File: src/rtl/pbu_pkg.sv
// Package for the particle boundary unit: item and configuration types,
// register indexes, mode and kind codes, and the saturation helper.
// Has no dependencies; every other file in rtl uses it.
`default_nettype none

package pbu_pkg;

  localparam int unsigned MAX_PARTICLES = 65536;
  localparam int unsigned CNT_W = 17;
  localparam int unsigned SLOT_W = 16;
  localparam logic [CNT_W-1:0] COUNT_CAP =
    CNT_W'((MAX_PARTICLES < 65536) ? MAX_PARTICLES : 65536);
  localparam logic [SLOT_W-1:0] SLOT_MAX = '1;

  localparam int unsigned CFG_IDX_W = 3;
  localparam int unsigned CFG_DATA_W = 32;

  localparam logic [CFG_IDX_W-1:0] REG_X_MODE     = 3'd0;
  localparam logic [CFG_IDX_W-1:0] REG_Y_MODE     = 3'd1;
  localparam logic [CFG_IDX_W-1:0] REG_X_LOWER    = 3'd2;
  localparam logic [CFG_IDX_W-1:0] REG_X_UPPER    = 3'd3;
  localparam logic [CFG_IDX_W-1:0] REG_Y_LOWER    = 3'd4;
  localparam logic [CFG_IDX_W-1:0] REG_Y_UPPER    = 3'd5;
  localparam logic [CFG_IDX_W-1:0] REG_CELL_WIDTH = 3'd6;

  localparam logic [2:0] XM_NONE          = 3'd0;
  localparam logic [2:0] XM_PERIODIC      = 3'd1;
  localparam logic [2:0] XM_REFLECT_BOTH  = 3'd2;
  localparam logic [2:0] XM_REFLECT_LEFT  = 3'd3;
  localparam logic [2:0] XM_REFLECT_RIGHT = 3'd4;
  localparam logic [2:0] XM_OPEN_RIGHT    = 3'd5;

  localparam logic [1:0] YM_NONE     = 2'd0;
  localparam logic [1:0] YM_PERIODIC = 2'd1;
  localparam logic [1:0] YM_REFLECT  = 2'd2;

  localparam logic [1:0] KIND_KEEP   = 2'd0;
  localparam logic [1:0] KIND_LEAVE  = 2'd1;
  localparam logic [1:0] KIND_INJECT = 2'd2;

  localparam logic signed [33:0] S34_MAX = 34'sd2147483647;
  localparam logic signed [33:0] S34_MIN = -34'sd2147483648;

  typedef struct packed {
    logic signed [31:0] pos_x;
    logic signed [31:0] pos_y;
    logic signed [31:0] pos_z;
    logic signed [31:0] vel_x;
    logic signed [31:0] vel_y;
    logic signed [31:0] vel_z;
    logic signed [31:0] prev_x;
    logic               batch_last;
  } in_item_t;

  typedef struct packed {
    logic [1:0]         kind;
    logic [15:0]        slot;
    logic signed [31:0] new_x;
    logic signed [31:0] new_y;
    logic signed [31:0] new_z;
    logic signed [31:0] new_vx;
    logic signed [31:0] new_vy;
    logic signed [31:0] new_vz;
    logic               run_last;
    logic               batch_done;
    logic [16:0]        injected_total;
    logic [16:0]        leaving_total;
  } out_item_t;

  typedef struct packed {
    logic [2:0]         x_mode;
    logic [1:0]         y_mode;
    logic signed [31:0] x_lower;
    logic signed [31:0] x_upper;
    logic signed [31:0] y_lower;
    logic signed [31:0] y_upper;
    logic [30:0]        cell_width;
  } cfg_t;

  // Outcome of the boundary rules for one particle.
  typedef struct packed {
    logic signed [31:0] x;
    logic signed [31:0] y;
    logic signed [31:0] vx;
    logic signed [31:0] vy;
    logic signed [31:0] x_inj;
    logic               leaving;
    logic               inject;
  } rule_res_t;

  // Counter events, applied when a result enters the output register.
  typedef struct packed {
    logic leave;
    logic inject;
    logic clear;
  } cnt_ev_t;

  typedef struct packed {
    logic [CNT_W-1:0]  inj_cnt;
    logic [CNT_W-1:0]  lv_cnt;
    logic [CNT_W-1:0]  inj_inc;
    logic [CNT_W-1:0]  lv_inc;
    logic [SLOT_W-1:0] inj_slot;
    logic [SLOT_W-1:0] lv_slot;
  } cnt_view_t;

  function automatic logic signed [31:0] sat34(input logic signed [33:0] v);
    logic signed [31:0] r;
    if (v > S34_MAX) begin
      r = 32'sh7fffffff;
    end else if (v < S34_MIN) begin
      r = 32'sh80000000;
    end else begin
      r = v[31:0];
    end
    return r;
  endfunction

endpackage

`default_nettype wire

File: src/rtl/pbu_rule.sv
// Boundary rule logic: applies the y rule and the x rule to one particle.
// Purely combinational; uses pbu_pkg for types, codes and saturation.
`default_nettype none

module pbu_rule (
  input  wire pbu_pkg::cfg_t     cfg,
  input  wire pbu_pkg::in_item_t item,
  output pbu_pkg::rule_res_t     res
);

  logic signed [33:0] px, py, vx, vy, prv;
  logic signed [33:0] xu, xl, yu, yl, dx, band;
  logic signed [31:0] vx_neg, vy_neg;
  logic signed [31:0] mir_xu, mir_xl, mir_yu, mir_yl;
  logic               x_ge_up;

  always_comb begin
    px   = {{2{item.pos_x[31]}}, item.pos_x};
    py   = {{2{item.pos_y[31]}}, item.pos_y};
    vx   = {{2{item.vel_x[31]}}, item.vel_x};
    vy   = {{2{item.vel_y[31]}}, item.vel_y};
    prv  = {{2{item.prev_x[31]}}, item.prev_x};
    xu   = {{2{cfg.x_upper[31]}}, cfg.x_upper};
    xl   = {{2{cfg.x_lower[31]}}, cfg.x_lower};
    yu   = {{2{cfg.y_upper[31]}}, cfg.y_upper};
    yl   = {{2{cfg.y_lower[31]}}, cfg.y_lower};
    dx   = {3'b000, cfg.cell_width};
    band = xu - dx;

    vx_neg = pbu_pkg::sat34(-vx);
    vy_neg = pbu_pkg::sat34(-vy);
    mir_xu = pbu_pkg::sat34((xu <<< 1) - px);
    mir_xl = pbu_pkg::sat34((xl <<< 1) - px);
    mir_yu = pbu_pkg::sat34((yu <<< 1) - py);
    mir_yl = pbu_pkg::sat34((yl <<< 1) - py);
    x_ge_up = (px >= xu);

    res.y  = item.pos_y;
    res.vy = item.vel_y;
    unique case (cfg.y_mode)
      pbu_pkg::YM_PERIODIC: begin
        if (py > yu) begin
          res.y = '0;
        end else if (py < 34'sd0) begin
          res.y = pbu_pkg::sat34(yu - 34'sd1);
        end
      end
      pbu_pkg::YM_REFLECT: begin
        if (py >= yu) begin
          res.y  = mir_yu;
          res.vy = vy_neg;
        end else if (py <= yl) begin
          res.y  = mir_yl;
          res.vy = vy_neg;
        end
      end
      default: begin
      end
    endcase

    res.x  = item.pos_x;
    res.vx = item.vel_x;
    unique case (cfg.x_mode)
      pbu_pkg::XM_PERIODIC: begin
        if (px > xu) begin
          res.x = '0;
        end else if (px < 34'sd0) begin
          res.x = pbu_pkg::sat34(xu - 34'sd1);
        end
      end
      pbu_pkg::XM_REFLECT_BOTH: begin
        if (x_ge_up) begin
          res.x  = mir_xu;
          res.vx = vx_neg;
        end else if (px <= xl) begin
          res.x  = mir_xl;
          res.vx = vx_neg;
        end
      end
      pbu_pkg::XM_REFLECT_LEFT: begin
        if (px <= xl) begin
          res.x  = mir_xl;
          res.vx = vx_neg;
        end
      end
      pbu_pkg::XM_REFLECT_RIGHT: begin
        if (x_ge_up) begin
          res.x  = mir_xu;
          res.vx = vx_neg;
        end
      end
      default: begin
      end
    endcase

    res.leaving = (cfg.x_mode == pbu_pkg::XM_OPEN_RIGHT) && x_ge_up;
    res.inject  = (cfg.x_mode == pbu_pkg::XM_OPEN_RIGHT) && !x_ge_up &&
                  (prv > band) && (px < band);
    res.x_inj   = pbu_pkg::sat34(px + dx);
  end

endmodule

`default_nettype wire

File: src/rtl/pbu_counter.sv
// Batch counters for leaving particles and injected copies, with slot values.
// Uses pbu_pkg for the count cap, widths and the event and view structs.
`default_nettype none

module pbu_counter (
  input  wire                     clk,
  input  wire                     rst_n,
  input  wire pbu_pkg::cnt_ev_t   ev,
  output pbu_pkg::cnt_view_t      view
);

  logic [pbu_pkg::CNT_W-1:0] inj_cnt_r, inj_cnt_nxt;
  logic [pbu_pkg::CNT_W-1:0] lv_cnt_r, lv_cnt_nxt;
  logic [pbu_pkg::CNT_W-1:0] inj_inc, lv_inc;

  always_comb begin
    inj_inc = (inj_cnt_r < pbu_pkg::COUNT_CAP) ? inj_cnt_r + 1'b1 : inj_cnt_r;
    lv_inc  = (lv_cnt_r < pbu_pkg::COUNT_CAP) ? lv_cnt_r + 1'b1 : lv_cnt_r;

    inj_cnt_nxt = ev.inject ? inj_inc : inj_cnt_r;
    lv_cnt_nxt  = ev.leave ? lv_inc : lv_cnt_r;
    if (ev.clear) begin
      inj_cnt_nxt = '0;
      lv_cnt_nxt  = '0;
    end

    view.inj_cnt  = inj_cnt_r;
    view.lv_cnt   = lv_cnt_r;
    view.inj_inc  = inj_inc;
    view.lv_inc   = lv_inc;
    view.inj_slot = inj_cnt_r[pbu_pkg::CNT_W-1] ? pbu_pkg::SLOT_MAX
                                                : inj_cnt_r[pbu_pkg::SLOT_W-1:0];
    view.lv_slot  = lv_cnt_r[pbu_pkg::CNT_W-1] ? pbu_pkg::SLOT_MAX
                                               : lv_cnt_r[pbu_pkg::SLOT_W-1:0];
  end

  always_ff @(posedge clk) begin
    if (!rst_n) begin
      inj_cnt_r <= '0;
      lv_cnt_r  <= '0;
    end else begin
      inj_cnt_r <= inj_cnt_nxt;
      lv_cnt_r  <= lv_cnt_nxt;
    end
  end

endmodule

`default_nettype wire

File: src/rtl/particle_boundary_unit_top.sv
// Top level of the particle boundary unit: input register, configuration
// registers, output register. Uses pbu_pkg, pbu_rule and pbu_counter.
`default_nettype none

// The unit accepts one particle item per clock when in_stall is low; each item
// passes the input register and then the output register. Most particles give
// one result, so items can stream at one per cycle while out_stall is low. A
// particle that makes an injected copy in the open-right mode gives two results
// and holds the input register until both are loaded, since the output register
// takes one result per cycle. Configuration writes take effect at the next edge
// and should be made only while the unit is empty.
module particle_boundary_unit_top (
  input  wire                                 clk,
  input  wire                                 rst_n,
  input  wire                                 in_valid,
  output logic                                in_stall,
  input  wire pbu_pkg::in_item_t              in_data,
  output logic                                out_valid,
  input  wire                                 out_stall,
  output pbu_pkg::out_item_t                  out_data,
  input  wire                                 cfg_we,
  input  wire [pbu_pkg::CFG_IDX_W-1:0]        cfg_index,
  input  wire [pbu_pkg::CFG_DATA_W-1:0]       cfg_wdata
);

  pbu_pkg::cfg_t      cfg_r, cfg_nxt;
  pbu_pkg::in_item_t  item_r;
  logic               item_vld_r, item_vld_nxt;
  logic               phase_r, phase_nxt;
  pbu_pkg::out_item_t out_r, out_nxt;
  logic               out_vld_r, out_vld_nxt;

  pbu_pkg::rule_res_t rule;
  pbu_pkg::cnt_ev_t   cnt_ev;
  pbu_pkg::cnt_view_t cnt;

  logic       out_free, is_last, load, item_done, accept;
  logic [1:0] kind;

  pbu_rule u_rule (
    .cfg  (cfg_r),
    .item (item_r),
    .res  (rule)
  );

  pbu_counter u_counter (
    .clk   (clk),
    .rst_n (rst_n),
    .ev    (cnt_ev),
    .view  (cnt)
  );

  always_comb begin
    out_free  = !out_vld_r || !out_stall;
    is_last   = !rule.inject || phase_r;
    load      = item_vld_r && out_free;
    item_done = load && is_last;
    in_stall  = item_vld_r && !item_done;
    accept    = in_valid && !in_stall;

    item_vld_nxt = accept ? 1'b1 : (item_done ? 1'b0 : item_vld_r);
    phase_nxt    = item_done ? 1'b0 : (load ? 1'b1 : phase_r);
    out_vld_nxt  = load ? 1'b1 : (out_vld_r && out_stall);

    if (rule.leaving) begin
      kind = pbu_pkg::KIND_LEAVE;
    end else if (rule.inject && phase_r) begin
      kind = pbu_pkg::KIND_INJECT;
    end else begin
      kind = pbu_pkg::KIND_KEEP;
    end

    cnt_ev.leave  = load && (kind == pbu_pkg::KIND_LEAVE);
    cnt_ev.inject = load && (kind == pbu_pkg::KIND_INJECT);
    cnt_ev.clear  = item_done && item_r.batch_last;

    out_nxt.kind   = kind;
    out_nxt.slot   = '0;
    if (kind == pbu_pkg::KIND_LEAVE) begin
      out_nxt.slot = cnt.lv_slot;
    end else if (kind == pbu_pkg::KIND_INJECT) begin
      out_nxt.slot = cnt.inj_slot;
    end
    out_nxt.new_x  = (kind == pbu_pkg::KIND_INJECT) ? rule.x_inj : rule.x;
    out_nxt.new_y  = rule.y;
    out_nxt.new_z  = item_r.pos_z;
    out_nxt.new_vx = rule.vx;
    out_nxt.new_vy = rule.vy;
    out_nxt.new_vz = item_r.vel_z;
    out_nxt.run_last   = is_last;
    out_nxt.batch_done = is_last && item_r.batch_last;
    out_nxt.injected_total = (kind == pbu_pkg::KIND_INJECT) ? cnt.inj_inc : cnt.inj_cnt;
    out_nxt.leaving_total  = (kind == pbu_pkg::KIND_LEAVE) ? cnt.lv_inc : cnt.lv_cnt;

    cfg_nxt = cfg_r;
    if (cfg_we) begin
      unique case (cfg_index)
        pbu_pkg::REG_X_MODE:     cfg_nxt.x_mode     = cfg_wdata[2:0];
        pbu_pkg::REG_Y_MODE:     cfg_nxt.y_mode     = cfg_wdata[1:0];
        pbu_pkg::REG_X_LOWER:    cfg_nxt.x_lower    = cfg_wdata;
        pbu_pkg::REG_X_UPPER:    cfg_nxt.x_upper    = cfg_wdata;
        pbu_pkg::REG_Y_LOWER:    cfg_nxt.y_lower    = cfg_wdata;
        pbu_pkg::REG_Y_UPPER:    cfg_nxt.y_upper    = cfg_wdata;
        pbu_pkg::REG_CELL_WIDTH: cfg_nxt.cell_width = cfg_wdata[30:0];
        default: begin
        end
      endcase
    end
  end

  always_ff @(posedge clk) begin
    if (!rst_n) begin
      cfg_r.x_mode     <= pbu_pkg::XM_NONE;
      cfg_r.y_mode     <= pbu_pkg::YM_NONE;
      cfg_r.x_lower    <= 32'sd0;
      cfg_r.x_upper    <= 32'sd4194304;
      cfg_r.y_lower    <= 32'sd0;
      cfg_r.y_upper    <= 32'sd4194304;
      cfg_r.cell_width <= 31'd65536;
      item_vld_r       <= 1'b0;
      phase_r          <= 1'b0;
      out_vld_r        <= 1'b0;
    end else begin
      cfg_r      <= cfg_nxt;
      item_vld_r <= item_vld_nxt;
      phase_r    <= phase_nxt;
      out_vld_r  <= out_vld_nxt;
    end
  end

  always_ff @(posedge clk) begin
    if (accept) begin
      item_r <= in_data;
    end
    if (load) begin
      out_r <= out_nxt;
    end
  end

  assign out_valid = out_vld_r;
  assign out_data  = out_r;

endmodule

`default_nettype wire

File: config.mk
export PLATFORM = sky130hd
export DESIGN_NAME = particle_boundary_unit_top
export DESIGN_NICKNAME = d
export VERILOG_FILES = /design/src/rtl/pbu_pkg.sv /design/src/rtl/pbu_rule.sv /design/src/rtl/pbu_counter.sv /design/src/rtl/particle_boundary_unit_top.sv
export SDC_FILE = /design/constraint.sdc
export NUM_CORES = 2
export LEC_CHECK = 0
export ABC_AREA = 1
export BUFFER_PORTS_ARGS = -buffer_cell sky130_fd_sc_hd__buf_2
export CORE_MARGIN = 2
export CORE_UTILIZATION = 47
export CTS_CLUSTER_SIZE = 12
export DETAILED_ROUTE_END_ITERATION = 12
export PLACE_DENSITY_LB_ADDON = 0.3
export SETUP_SLACK_MARGIN = 0.1
export SYNTH_ARGS = -nofsm -noshare
export SYNTH_HDL_FRONTEND = slang
export SYNTH_SLANG_ARGS = --single-unit
File: constraint.sdc
create_clock -name clk -period 17 [get_ports clk]
set_clock_uncertainty 0.1 [all_clocks]
set_input_delay 1.7 -clock clk [delete_from_list [all_inputs] [get_ports clk]]
set_output_delay 1.7 -clock clk [all_outputs]
set_load 0.01 [all_outputs]
==> flow_summary.yaml <==
timing:
  hold_violations: 0
  finalWorstPathRequiredPeriod_ns: 7.59
  tightest_slew_ns: 1.20
  max_clock_freq_mhz: 132
  drv_slew: 0
  setup_viol: 0
  finalSetupTns_ns: 0
  rsz0062_at_grt: "no"
  max-slew-margin-rel_pct: 19.0
  fin_crit_sh_pct: 44.6
  timing.final.ws_setup_ns: 9.41
routing:
  drcViolationCount: 0
  drtPass1Iterations: 7
  drt-total-wl_mm: 177
  viasPerCell: 5.76
  wire_per_inst_um: 22.1
  antenna_left: 0
  via_count: 46205
  dr.first_iter.drc_count: 5260
worst_setup_path:
  crit_family: "simple AND/OR/NAND/NOR gates"
  reg2reg_slack_ns: 9.67
  endpoint_kind: "output port"
  crit_required_ns: 15.20
  worstPathBufferInverterCount: 5
  critPathMaxFanout: 6
  rr_startpoint: "cfg_r[95]"
  critPathKind: "flop to output port"
  slowest_stage: "dfxtp_1"
  cp_data_arrival_time_ns: 5.79
  crit_top_cell: "nand2_1"
  crit_cells: 31
  critPathLaunch: "cfg_r[95]"
  start_kind: "flop"
  endpoint: "in_stall"
  r2r_cells: 34
  cpPeakStageDelay_ns: 0.43
  worstReg2RegEnd: "item_r[125]"
run:
  drv_cap: 0
floorplanning:
  rows: 116
  die-width_um: 322
  ios: 513
  dieArea_um2: 104000
  start_util_pct: 47.5
  coreArea_um2: 100000
  die_y_um: 322
cts:
  cts_resized: 0
  cts_max_level: 3
  clock_latency_ns: 0.68
  clockBufferDepth: 3
  cts_setup_buffers: 0
  numCtsBuffers: 76
  cts.sinks: 672
  clock-root-buffer: "clkbuf_16"
  ctsHoldBuffers: 0
  cts_tree: "done"
  clk_pin_slew_ns: 0.06
synth:
  synth_most_common_cell: "nand2_1"
  postSynth.asyncResetShare_pct: 0
  syn_area_um2: 47600
  ys_seq_elements: 672
  ys_seq_area_share_pct: 38.2
  synth_top_area_cell: "edfxtp_1"
  netlist-cell-type-count: 63
  ys_warn_count: 0
  synth_common_cells: "nand2_1 (1387), inv_1 (697), a21oi_1 (604)"
  avgSynthCellArea_um2: 7.71
  synth_nets: 6838
  synth_edf_count: 471
  synth_ff_type: "edfxtp_1"
  synth_cells: 6176
  synth_top_area_share_pct: 29.7
  synth.area.top_cells: "edfxtp_1 (30%), nand2_1 (11%), ha_1 (10%)"
run_status:
  status: "completed"
pwr:
  ir_worst_vdd_mv: 0.0822
  total_power_mw: 4.77
  p_per_area_nw_per_um2: 88.6
  p_leak_nw: 23.6
min_path:
  hold_class: "flop to flop"
layout:
  nets: 7257
  drive_above_1_share_pct: 11.6
  fillers: 9641
  syn_to_final_growth_pct: 13.1
placement:
  dp_slack_ns: 9.65
  place_congestion: 1.04
  hpwl_mm: 136
  port_buffers: 512
grt:
  overflow: 0
  antenna_found_initial: 25
  grt_start_max_net_pins: 158
  grt_pass1_vias: 43051
  globalRouteTotalUtil_pct: 33.1
  grt_pass1_wl_mm: 262
## sequential cells by signal, summed over array words and instances, names as in the netlist
signal	flops
out_data	246
item_r	225
cfg_r	164
u_counter.inj_cnt_r	17
u_counter.lv_cnt_r	17
item_vld_r	1
out_valid	1
phase_r	1
## layout by cell type, fill, tap and decap left out, types with 108 or more instances in the layout
master	instances
o211ai_1	108
o21ai_0	518
a21oi_1	603
buf_2	511
ha_1	391
nor2_1	434
nand3_1	328
edfxtp_1	471
nand2_1	1387
dfxtp_1	201
inv_1	696
xor2_1	157
## per-stage QoR
stage | area, um2 | hold WS (ns) | cells | utilization, %
after floorplan | 47600 | 0.300 | 6176 | -
after global placement | 51300 | 0.301 | 7874 | 51.2
after detailed placement | 51300 | 0.305 | 7874 | 51.2
after CTS | 53800 | 0.308 | 8009 | 53.7
after global routing | 53800 | 0.313 | 8015 | 53.7
final | 53800 | 0.304 | 8017 | 53.7
## where the power goes
group | leakage, nW | total [mW] | switching [mW] | internal [mW]
sequential | 6.12 | 1.95 | 0.0865 | 1.86
combinational | 16.3 | 1.16 | 0.793 | 0.372
clock | 1.21 | 1.66 | 0.734 | 0.924
## how the worst min path moves through the flow
stage | from | end | slack [ns] | cells after the start
2_1_floorplan | item_r[129] | out_data[132] | 0.30 | 0
3_3_place_gp | item_r[42] | out_data[45] | 0.30 | 0
3_5_place_dp | item_r[134] | out_data[137] | 0.30 | 0
4_1_cts | item_r[156] | out_data[159] | 0.31 | 0
5_1_grt | item_r[156] | out_data[159] | 0.31 | 0
6_report | item_r[33] | out_data[36] | 0.30 | 0
## kinds of logic (layout without fill, tap and decap cells)
logic type	Yosys count	in the layout	share of synthesized area, %
simple gates	2449	2449	21.9
compound gates	1469	1469	17.1
flops	672	672	38.2
buf+inv	939	1415	7.65
other cells	0	8	0
fa+ha+maj	397	397	10.5
xor+xnor	250	250	4.60
## cell type report
type	count	area, um2	area share [%]
timing repair buffer	552	2880	5.35
tap	1357	1700	3.15
sequential	672	18200	33.7
clock buffer	103	2090	3.89
antenna	8	20.0	0.0372
multi-input combinational	4565	25800	48.0
inverter	728	2740	5.09
clock inverter	32	392	0.727
## layer usage
metal / vias up / routed length [um] / GRT usage, %
met5: - / 156 / 0
met4: 26 / 7740 / 13.5
met3: 400 / 17200 / 6.35
met2: 2285 / 79600 / 52.4
met1: 21485 / 72700 / 44.4
li1: 22009 / - / -
Power figures use the tool's default switching activity.
